===== config.mk =====
export PLATFORM = sky130hd
export DESIGN_NAME = core_local_timer_interruptor_core
export DESIGN_NICKNAME = d
export VERILOG_FILES = /design/src/clint_pkg.sv /design/src/clint_ram.sv /design/src/core_local_timer_interruptor_core.sv
export VERILOG_INCLUDE_DIRS = /design/src /design/src/src
export SDC_FILE = /design/constraint.sdc
export NUM_CORES = 2
export LEC_CHECK = 0
export BUFFER_PORTS_ARGS = -buffer_cell sky130_fd_sc_hd__buf_2
export CAP_MARGIN = 20
export CELL_PAD_IN_SITES_DETAIL_PLACEMENT = 1
export CELL_PAD_IN_SITES_GLOBAL_PLACEMENT = 1
export CORE_MARGIN = 3
export CORE_UTILIZATION = 50
export DETAILED_ROUTE_END_ITERATION = 10
export GPL_TIMING_DRIVEN = 0
export PLACE_DENSITY = 0.9
export RECOVER_POWER = 25
export SLEW_MARGIN = 40
export SYNTH_ARGS = -nofsm -noshare
export SYNTH_HDL_FRONTEND = slang
export SYNTH_SLANG_ARGS = --single-unit
export TNS_END_PERCENT = 10

===== constraint.sdc =====
create_clock -name clk -period 11.5 [get_ports clk]
set_input_delay 1.725 -clock clk [delete_from_list [all_inputs] [get_ports clk]]
set_output_delay 1.725 -clock clk [all_outputs]
set_load 0.01 [all_outputs]

===== src/core_local_timer_interruptor_core_defines.svh =====
// ----------------------------------------------------------------------------
// Core-local timer interruptor: assertion macros
// Shared concurrent assertion forms, clocked on clk and disabled in reset.
// ----------------------------------------------------------------------------
`ifndef CORE_LOCAL_TIMER_INTERRUPTOR_CORE_DEFINES_SVH
`define CORE_LOCAL_TIMER_INTERRUPTOR_CORE_DEFINES_SVH

// antecedent implies consequent in the same cycle
`define CLINT_ASSERT_SAME(lbl, ante, cons, msg) \
  lbl: assert property (@(posedge clk) disable iff (!rst_n) (ante) |-> (cons)) \
    else $error(msg);

// antecedent implies consequent in the next cycle
`define CLINT_ASSERT_NEXT(lbl, ante, cons, msg) \
  lbl: assert property (@(posedge clk) disable iff (!rst_n) (ante) |=> (cons)) \
    else $error(msg);

`endif


===== src/clint_pkg.sv =====
// ----------------------------------------------------------------------------
// clint_pkg
// Shared constants and codes of the core-local timer interruptor.
// ----------------------------------------------------------------------------
package clint_pkg;

  localparam int MAX_HARTS_DEF = 8;
  localparam int PEND_LANES    = 8;

  localparam logic [31:0] SOFT_IRQ_OFFSET = 32'd0;
  localparam logic [31:0] COMPARE_OFFSET  = 32'd16384;
  localparam logic [31:0] TIME_OFFSET     = 32'd49144;

  localparam logic [31:0] BASE_ADDRESS_RST = 32'h0200_0000;
  localparam logic [3:0]  HART_COUNT_RST   = 4'd1;

  localparam int IN_DATA_W  = 160;
  localparam int IN_USER_W  = 3;
  localparam int OUT_DATA_W = 152;
  localparam int CFG_DATA_W = 32;

  typedef enum logic [1:0] {
    FUNC_READ    = 2'd0,
    FUNC_WRITE   = 2'd1,
    FUNC_ADVANCE = 2'd2,
    FUNC_SKIP    = 2'd3
  } func_t;

  typedef enum logic [0:0] {
    CFG_BASE_ADDRESS = 1'b0,
    CFG_HART_COUNT   = 1'b1
  } cfg_idx_t;

endpackage


===== src/clint_ram.sv =====
// ----------------------------------------------------------------------------
// clint_ram
// Generic single-write, single-read RAM with a registered read port.
// ----------------------------------------------------------------------------
module clint_ram #(
  parameter int WIDTH = 64,
  parameter int DEPTH = 8
) (
  input  logic                                   clk,
  input  logic                                   we,
  input  logic [((DEPTH > 1) ? $clog2(DEPTH) : 1)-1:0] waddr,
  input  logic [WIDTH-1:0]                       wdata,
  input  logic                                   re,
  input  logic [((DEPTH > 1) ? $clog2(DEPTH) : 1)-1:0] raddr,
  output logic [WIDTH-1:0]                       rdata
);

  logic [WIDTH-1:0] mem [DEPTH];
  logic [WIDTH-1:0] rdata_r;

  always_ff @(posedge clk) begin
    if (we) begin
      mem[waddr] <= wdata;
    end
    if (re) begin
      rdata_r <= mem[raddr];
    end
  end

  assign rdata = rdata_r;

endmodule


===== src/core_local_timer_interruptor_core.sv =====
// ----------------------------------------------------------------------------
// core_local_timer_interruptor_core
// Core-local interruptor: time counter, per-hart compare values in RAM and
// per-hart software bits, with a bus-style register window.
//
//   channel | dir | handshake               | payload
//   in_     | in  | in_tvalid / in_tready   | in_tdata, in_tuser
//   out_    | out | out_tvalid / out_tready | out_tdata
//   cfg_    | in  | cfg_we                  | cfg_index, cfg_wdata
//
// The result is loaded after the item passes S_DEC, S_EXEC, S_PEND and S_OUT;
// S_PEND scans P = min(active harts, 8) harts, and a skip adds S_MIN, which
// scans all A = active harts, and S_SKIP, as the compare RAM's single read port
// is scanned one hart per cycle. Compare entries carry valid bits cleared by
// reset, so no clearing pass is needed. The result sits in an output register;
// while it waits the engine holds in its final state before loading the next.
// ----------------------------------------------------------------------------
`include "core_local_timer_interruptor_core_defines.svh"

module core_local_timer_interruptor_core #(
  parameter int MAX_HARTS = clint_pkg::MAX_HARTS_DEF
) (
  input  logic                              clk,
  input  logic                              rst_n,
  input  logic                              in_tvalid,
  output logic                              in_tready,
  // bus_address[31:0], write_data[95:32], tick_count[159:96]
  input  logic [clint_pkg::IN_DATA_W-1:0]   in_tdata,
  // func[1:0], wide_access[2]
  input  logic [clint_pkg::IN_USER_W-1:0]   in_tuser,
  output logic                              out_tvalid,
  input  logic                              out_tready,
  // read_data[63:0], unhandled_offset[64], deadline_found[65],
  // timer_pending[73:66], software_pending[81:74], time_now[145:82], zeros
  output logic [clint_pkg::OUT_DATA_W-1:0]  out_tdata,
  input  logic                              cfg_we,
  input  logic [0:0]                        cfg_index,
  input  logic [clint_pkg::CFG_DATA_W-1:0]  cfg_wdata
);

  localparam int HW  = (MAX_HARTS > 1) ? $clog2(MAX_HARTS) : 1;
  localparam int ACW = $clog2(MAX_HARTS + 1);
  localparam int PEND_HARTS = (MAX_HARTS < clint_pkg::PEND_LANES) ?
                              MAX_HARTS : clint_pkg::PEND_LANES;
  localparam logic [31:0] SOFT_SPAN = 32'(4 * MAX_HARTS);
  localparam logic [31:0] CMP_SPAN  = 32'(8 * MAX_HARTS);
  localparam logic [31:0] TIME_HI   = clint_pkg::TIME_OFFSET + 32'd4;

  typedef enum logic [6:0] {
    S_IDLE = 7'b0000001,
    S_DEC  = 7'b0000010,
    S_EXEC = 7'b0000100,
    S_MIN  = 7'b0001000,
    S_SKIP = 7'b0010000,
    S_PEND = 7'b0100000,
    S_OUT  = 7'b1000000
  } state_t;

  typedef struct packed {
    logic          soft_hit;
    logic          cmp_hit;
    logic          tlo_hit;
    logic          thi_hit;
    logic          hart_ok;
    logic          high;
    logic [HW-1:0] hart;
  } dec_t;

  state_t                 state_r, state_nxt;
  logic [31:0]            base_r, base_nxt;
  logic [3:0]             hcnt_r, hcnt_nxt;
  clint_pkg::func_t       func_r, func_nxt;
  logic [31:0]            addr_r, addr_nxt;
  logic                   wide_r, wide_nxt;
  logic [63:0]            wdata_r, wdata_nxt;
  logic [63:0]            ticks_r, ticks_nxt;
  dec_t                   dec_r, dec_nxt, dec_c;
  logic [63:0]            time_r, time_nxt;
  logic [MAX_HARTS-1:0]   soft_r, soft_nxt;
  logic [MAX_HARTS-1:0]   cvld_r, cvld_nxt;
  logic                   vld_q_r;
  logic [ACW-1:0]         cnt_r, cnt_nxt;
  logic                   proc_vld_r, proc_vld_nxt;
  logic [HW-1:0]          proc_idx_r, proc_idx_nxt;
  logic [63:0]            earliest_r, earliest_nxt;
  logic [7:0]             tp_r, tp_nxt;
  logic [63:0]            rdata_r, rdata_nxt;
  logic                   miss_r, miss_nxt;
  logic                   found_r, found_nxt;
  logic                   out_tvalid_r, out_tvalid_nxt;
  logic [clint_pkg::OUT_DATA_W-1:0] out_tdata_r, out_tdata_nxt;

  logic                   ram_we, ram_re;
  logic [HW-1:0]          ram_waddr, ram_raddr;
  logic [63:0]            ram_wdata, ram_rdata;

  logic [31:0]            act32, pend32;
  logic [ACW-1:0]         scan_n;
  logic                   issue;
  logic [63:0]            vdata;
  logic                   pend_ge;
  logic [7:0]             tp_hit, sp_vec;
  logic [31:0]            off, soft_rel, cmp_rel, hart32;
  logic                   soft_in, cmp_in;

  clint_ram #(
    .WIDTH (64),
    .DEPTH (MAX_HARTS)
  ) u_cmp_ram (
    .clk   (clk),
    .we    (ram_we),
    .waddr (ram_waddr),
    .wdata (ram_wdata),
    .re    (ram_re),
    .raddr (ram_raddr),
    .rdata (ram_rdata)
  );

  assign act32  = (32'(hcnt_r) < 32'(MAX_HARTS)) ? 32'(hcnt_r) : 32'(MAX_HARTS);
  assign pend32 = (act32 < 32'(PEND_HARTS)) ? act32 : 32'(PEND_HARTS);
  assign scan_n = (state_r == S_MIN) ? act32[ACW-1:0] : pend32[ACW-1:0];
  assign issue  = cnt_r < scan_n;
  assign vdata  = vld_q_r ? ram_rdata : '1;
  assign pend_ge = time_r >= vdata;

  // address decode
  assign off      = addr_r - base_r;
  assign soft_rel = off - clint_pkg::SOFT_IRQ_OFFSET;
  assign cmp_rel  = off - clint_pkg::COMPARE_OFFSET;
  assign soft_in  = (off >= clint_pkg::SOFT_IRQ_OFFSET) && (soft_rel < SOFT_SPAN);
  assign cmp_in   = (off >= clint_pkg::COMPARE_OFFSET) && (cmp_rel < CMP_SPAN);
  assign hart32   = soft_in ? (soft_rel >> 2) : (cmp_rel >> 3);

  always_comb begin
    dec_c.soft_hit = soft_in;
    dec_c.cmp_hit  = !soft_in && cmp_in;
    dec_c.tlo_hit  = !soft_in && !cmp_in && (off == clint_pkg::TIME_OFFSET);
    dec_c.thi_hit  = !soft_in && !cmp_in && (off == TIME_HI);
    dec_c.hart_ok  = hart32 < act32;
    dec_c.high     = cmp_rel[2];
    dec_c.hart     = hart32[HW-1:0];
  end

  for (genvar g = 0; g < clint_pkg::PEND_LANES; g++) begin : g_lane
    if (g < PEND_HARTS) begin : g_on
      assign tp_hit[g] = proc_vld_r && (proc_idx_r == HW'(g));
      assign sp_vec[g] = soft_r[g] && (32'(g) < act32);
    end else begin : g_off
      assign tp_hit[g] = 1'b0;
      assign sp_vec[g] = 1'b0;
    end
  end

  always_comb begin
    state_nxt      = state_r;
    base_nxt       = base_r;
    hcnt_nxt       = hcnt_r;
    func_nxt       = func_r;
    addr_nxt       = addr_r;
    wide_nxt       = wide_r;
    wdata_nxt      = wdata_r;
    ticks_nxt      = ticks_r;
    dec_nxt        = dec_r;
    time_nxt       = time_r;
    soft_nxt       = soft_r;
    cvld_nxt       = cvld_r;
    cnt_nxt        = cnt_r;
    proc_vld_nxt   = 1'b0;
    proc_idx_nxt   = proc_idx_r;
    earliest_nxt   = earliest_r;
    tp_nxt         = tp_r;
    rdata_nxt      = rdata_r;
    miss_nxt       = miss_r;
    found_nxt      = found_r;
    out_tvalid_nxt = out_tvalid_r;
    out_tdata_nxt  = out_tdata_r;
    ram_we         = 1'b0;
    ram_waddr      = dec_r.hart;
    ram_wdata      = wdata_r;
    ram_re         = 1'b0;
    ram_raddr      = cnt_r[HW-1:0];

    if (cfg_we) begin
      unique case (clint_pkg::cfg_idx_t'(cfg_index))
        clint_pkg::CFG_BASE_ADDRESS: base_nxt = cfg_wdata;
        clint_pkg::CFG_HART_COUNT:   hcnt_nxt = cfg_wdata[3:0];
        default: ;
      endcase
    end

    if (out_tvalid_r && out_tready) begin
      out_tvalid_nxt = 1'b0;
    end

    unique case (state_r)
      S_IDLE: begin
        if (in_tvalid) begin
          func_nxt  = clint_pkg::func_t'(in_tuser[1:0]);
          wide_nxt  = in_tuser[2];
          addr_nxt  = in_tdata[31:0];
          wdata_nxt = in_tdata[95:32];
          ticks_nxt = in_tdata[159:96];
          state_nxt = S_DEC;
        end
      end
      S_DEC: begin
        dec_nxt   = dec_c;
        ram_re    = dec_c.cmp_hit && dec_c.hart_ok;
        ram_raddr = dec_c.hart;
        state_nxt = S_EXEC;
      end
      S_EXEC: begin
        rdata_nxt    = '0;
        miss_nxt     = 1'b0;
        found_nxt    = 1'b0;
        cnt_nxt      = '0;
        tp_nxt       = '0;
        earliest_nxt = '1;
        unique case (func_r)
          clint_pkg::FUNC_READ, clint_pkg::FUNC_WRITE: begin
            priority if (dec_r.soft_hit) begin
              if (dec_r.hart_ok) begin
                if (func_r == clint_pkg::FUNC_WRITE) begin
                  soft_nxt[dec_r.hart] = wdata_r[0];
                end else begin
                  rdata_nxt = {63'b0, soft_r[dec_r.hart]};
                end
              end
            end else if (dec_r.cmp_hit) begin
              if (dec_r.hart_ok) begin
                if (func_r == clint_pkg::FUNC_WRITE) begin
                  ram_we = 1'b1;
                  cvld_nxt[dec_r.hart] = 1'b1;
                  if (wide_r) begin
                    ram_wdata = wdata_r;
                  end else if (dec_r.high) begin
                    ram_wdata = {wdata_r[31:0], vdata[31:0]};
                  end else begin
                    ram_wdata = {vdata[63:32], wdata_r[31:0]};
                  end
                end else if (wide_r) begin
                  rdata_nxt = vdata;
                end else if (dec_r.high) begin
                  rdata_nxt = {32'b0, vdata[63:32]};
                end else begin
                  rdata_nxt = {32'b0, vdata[31:0]};
                end
              end
            end else if (dec_r.tlo_hit) begin
              if (func_r == clint_pkg::FUNC_WRITE) begin
                time_nxt = wide_r ? wdata_r : {time_r[63:32], wdata_r[31:0]};
              end else begin
                rdata_nxt = wide_r ? time_r : {32'b0, time_r[31:0]};
              end
            end else if (dec_r.thi_hit) begin
              if (func_r == clint_pkg::FUNC_WRITE) begin
                time_nxt = {wdata_r[31:0], time_r[31:0]};
              end else begin
                rdata_nxt = {32'b0, time_r[63:32]};
              end
            end else begin
              miss_nxt = 1'b1;
            end
          end
          clint_pkg::FUNC_ADVANCE: time_nxt = time_r + ticks_r;
          clint_pkg::FUNC_SKIP: ;
          default: ;
        endcase
        state_nxt = (func_r == clint_pkg::FUNC_SKIP) ? S_MIN : S_PEND;
      end
      S_MIN: begin
        if (issue) begin
          ram_re       = 1'b1;
          proc_vld_nxt = 1'b1;
          proc_idx_nxt = cnt_r[HW-1:0];
          cnt_nxt      = ACW'(cnt_r + 1'b1);
        end
        if (proc_vld_r && (vdata < earliest_r)) begin
          earliest_nxt = vdata;
        end
        if (!issue) begin
          state_nxt = S_SKIP;
        end
      end
      S_SKIP: begin
        if (earliest_r != '1) begin
          found_nxt = 1'b1;
          if (earliest_r > time_r) begin
            time_nxt = earliest_r;
          end
        end
        cnt_nxt   = '0;
        state_nxt = S_PEND;
      end
      S_PEND: begin
        if (issue) begin
          ram_re       = 1'b1;
          proc_vld_nxt = 1'b1;
          proc_idx_nxt = cnt_r[HW-1:0];
          cnt_nxt      = ACW'(cnt_r + 1'b1);
        end
        for (int i = 0; i < clint_pkg::PEND_LANES; i++) begin
          if (tp_hit[i]) begin
            tp_nxt[i] = pend_ge;
          end
        end
        if (!issue) begin
          state_nxt = S_OUT;
        end
      end
      S_OUT: begin
        if (!out_tvalid_r || out_tready) begin
          out_tvalid_nxt = 1'b1;
          out_tdata_nxt  = {6'b0, time_r, sp_vec, tp_r, found_r, miss_r, rdata_r};
          state_nxt      = S_IDLE;
        end
      end
      default: state_nxt = S_IDLE;
    endcase
  end

  always_ff @(posedge clk) begin
    if (!rst_n) begin
      state_r      <= S_IDLE;
      base_r       <= clint_pkg::BASE_ADDRESS_RST;
      hcnt_r       <= clint_pkg::HART_COUNT_RST;
      time_r       <= '0;
      soft_r       <= '0;
      cvld_r       <= '0;
      proc_vld_r   <= 1'b0;
      out_tvalid_r <= 1'b0;
    end else begin
      state_r      <= state_nxt;
      base_r       <= base_nxt;
      hcnt_r       <= hcnt_nxt;
      time_r       <= time_nxt;
      soft_r       <= soft_nxt;
      cvld_r       <= cvld_nxt;
      proc_vld_r   <= proc_vld_nxt;
      out_tvalid_r <= out_tvalid_nxt;
    end
  end

  always_ff @(posedge clk) begin
    func_r      <= func_nxt;
    addr_r      <= addr_nxt;
    wide_r      <= wide_nxt;
    wdata_r     <= wdata_nxt;
    ticks_r     <= ticks_nxt;
    dec_r       <= dec_nxt;
    cnt_r       <= cnt_nxt;
    proc_idx_r  <= proc_idx_nxt;
    earliest_r  <= earliest_nxt;
    tp_r        <= tp_nxt;
    rdata_r     <= rdata_nxt;
    miss_r      <= miss_nxt;
    found_r     <= found_nxt;
    out_tdata_r <= out_tdata_nxt;
    if (ram_re) begin
      vld_q_r <= cvld_r[ram_raddr];
    end
  end

  assign in_tready  = (state_r == S_IDLE);
  assign out_tvalid = out_tvalid_r;
  assign out_tdata  = out_tdata_r;

  `CLINT_ASSERT_SAME(a_no_write_in_scan, (state_r == S_MIN) || (state_r == S_PEND), !ram_we, "compare RAM written during a scan")
  `CLINT_ASSERT_NEXT(a_skip_forward, state_r == S_SKIP, time_r >= $past(time_r), "skip moved time backwards")
  `CLINT_ASSERT_SAME(a_load_from_out, $rose(out_tvalid_r), $past(state_r) == S_OUT, "result loaded outside final state")

endmodule

==> results.cfg <==
[grt]
grt_pass1_wl_um = 359700
grt_usage_pct = 40.82
grt.overflow.total = 0
grt_max_degree = 55
grt_pass1_vias = 51220
grt_antenna_before_repair = 14

[sta]
fin_crit_sh_pct = 64.35
worst_slew_pin_slew_ps = 3762
holdWs_ps = 418.1
max_freq_mhz = 135.1
fin_setup_tns_ps = 0
slew_viol_final = 132
hold_violations = 0
report.final.setup_viol = 0
rsz0062_at_grt = false
min_period_ps = 7400
fin_worst_skew_ps = 64.85
slew_headroom_pct = -150.8

[die]
ios = 355
die_y_um = 346.6
initial_utilization_pct = 50.59
dieArea_sq_um = 120100
die_x_um = 346.6
placement_rows = 124
core_sq_um = 114700

[clock_tree]
cts.path.max_buffers = 3
clk_pin_slew_ps = 60
clock_sinks = 1165
cts_hold_buf = 0
cts-root-buf = clkbuf_16
cts_resized = 0
cts_setup_buffers = 0
cts_tree = built
h-tree-depth = 3
cts_made_buffers = 121
clk_latency_ps = 790

[placement]
dpl.cell_count = 7109
place.port_buffers = 347
hpwl_um = 185100
dpl_cell_area_sq_um = 62740
gp_congestion = 1.026

[logic_synthesis]
yosysTopAreaCell = edfxtp_1
synth_compound_area_share_pct = 17.26
yosys_warnings = 0
yosysSeqAreaShare_pct = 58.15
syn_inst = 5159
synth_top_area_share_pct = 53.84
async_flop_share_pct = 0
yosys.area_share.simple_pct = 11.53
syn_area_sq_um = 58010
synth_ff_type = edfxtp_1
synth_xor_area_share_pct = 1.223
avgSynthCellArea_sq_um = 11.24
synthAdderAreaFrac_pct = 6.454
synth_top_family_by_area = compound AO/OA/AOI/OAI gates
synth_edf_count = 1040
ys_seq_elements = 1165
synth_mux_area_share_pct = 1.251
yosysUniqueCellTypes = 86
synth_area_leaders = edfxtp_1, ha_1, dfxtp_1

[detailed_routing]
vias = 50460
vias_per_cell = 6.876
drt-initial-drc-count = 7194
avgRoutedWirePerCell_um = 34.45
drt-pass1-iter-count = 7
drc = 0
routed_wl_um = 252800
postRouteAntennaNets = 0

[finish]
fill_cells = 11990
nets = 6220
drive_gt1_share_pct = 13.14
area_delta_synth_final_pct = 15.31
final_cell_area_sq_um = 66890
stdcell_count = 7339

[setup_path]
crit_arrival_ps = 7970
end_kind = register
critPathKind = register to register
max_stage_delay_ps = 730
crit_chain = inv_1 -> ha_1 -> fa_1 -> nand2b_1 -> a21oi_1 -> o211ai_1 -> a2111oi_2 -> o21ai_0 -> xnor2_1 -> or3b_4 -> nor4_4 -> and4_1 -> a211oi_1 -> buf_4 -> nor2_2 -> buf_2 -> clkbuf_1 -> a221oi_1 -> o21ai_1 -> o32a_1
cp_data_required_time_ps = 12070
path_max_fanout = 10
crit_slowest_cell = nor2_2
cp-start-kind = register

[power]
total_power_uw = 9896
power.density_nw_per_um2 = 147.9
cellLeakagePower_uw = 0.02464
irDropWorstVdd_uv = 135.2

[outcome]
status = complete, but fails checks
violations = capacitance limit, slew limit

[worst_hold_path]
hold_class = register to register

[run]
maxCapViolations = 4
[flip-flops by register name, indices dropped and copies added (netlist names), 6 cells and up]
register and cells:
dec_r 6, earliest_r 64, rdata_r 64, tp_r 8, u_cmp_ram.rdata 64, soft_r 8
out_tdata 146, time_r 64, wdata_r 64, state_r 7, cvld_r 8, ticks_r 64
addr_r 32, u_cmp_ram.mem 512, base_r 32
[cells in the mapped netlist, types with 66 or more instances]
master	instances
nand2b_1	116
mux2i_1	68
edfxtp_1	1040
a21o_1	119
nand4_1	76
a21oi_1	467
nand2_1	541
dfxtp_1	125
o32a_1	66
ha_1	296
inv_1	256
nor2_1	461
o21ai_0	224
clkbuf_1	234
a221oi_1	255
[layout by cell type, fill, tap and decap left out, types with 26 or more instances in the layout]
master,Yosys,routed
o21ai_2,1,35
o21ai_0,224,159
buf_2,39,390
and2_1,45,42
xnor2_1,50,50
inv_1,256,255
xor2_1,31,31
mux2i_1,68,68
nand4_1,76,76
o22ai_1,39,39
buf_4,13,47
nand3_1,50,49
edfxtp_1,1040,1040
a22oi_1,35,35
o211ai_1,32,32
ha_1,296,296
nor2b_1,47,46
a21o_1,119,119
nand2b_1,116,116
nor3_1,39,33
a21oi_1,467,467
o32a_1,66,66
a311oi_1,37,37
a221oi_1,255,255
dfxtp_1,125,125
nand2_1,541,541
o21a_1,26,26
o21ai_1,36,66
clkbuf_16,0,122
clkbuf_1,234,269
nor2_1,461,458
[metrics by stage]
step           util (%)  setup WS, ps
6_report          58.34          4100
5_1_grt           58.33          3950
4_1_cts           58.38          4473
3_5_place_dp      54.72          4701
3_3_place_gp      53.77         -2068
2_1_floorplan         -          2546
[worst paths after layout]
kind	start	endpoint	slack, ps	cells after the start
min reg2reg	rdata_r[44]	out_tdata[44]	420	0
max	addr_r[0]	u_cmp_ram.rdata[60]	4100	20
max reg2reg	addr_r[0]	u_cmp_ram.rdata[60]	4100	20
min	rdata_r[44]	out_tdata[44]	420	0
[cells by family after synthesis]
family          after synthesis
compound gates             1488
xor+xnor                     81
fa+ha+maj                   298
buf+inv                     579
flops                      1165
mux                          72
other cells                   1
simple gates               1475
[metal layers]
layer / wire, um / share of wire (%) / vias to the layer above / track usage (%)
li1: - / - / 20570 / -
met2: 113200 / 45 / 4132 / 63.93
met1: 88050 / 35 / 24720 / 50.25
met3: 31120 / 12 / 1029 / 10.57
met5: 109 / 0.043 / - / 0
met4: 20350 / 8.0 / 14 / 26.81
[critical path: cells and delay by family, from the launching register on]
family | cells | cell delay (ps)
and+or+nand+nor | 5 | 2140
AOI/OAI and AO/OA | 8 | 2450
DFF | 1 | 350
adders and majority gates | 2 | 700
xor gates and xnor gates | 1 | 210
buffers and inverters | 4 | 1350
[report_power, final]
part | internal, uW | switching, uW | total [uW]
clock network | 2400 | 1840 | 4240
logic | 263 | 618 | 882
registers | 4680 | 96.8 | 4780
[layout make-up]
class | count | area (sq um) | area share, %
Timing Repair Buffer | 434 | 2506 | 3.747
Tap cell | 1512 | 1892 | 2.828
Buffer | 320 | 1438 | 2.149
Clock buffer | 140 | 3151 | 4.710
Multi-Input combinational cell | 3420 | 22140 | 33.10
Inverter | 259 | 973.4 | 1.455
Antenna cell | 5 | 12.51 | 0.01871
Sequential cell | 1165 | 33730 | 50.43
Clock inverter | 84 | 1044 | 1.560
Note: power is estimated with default switching activity, not from simulation.
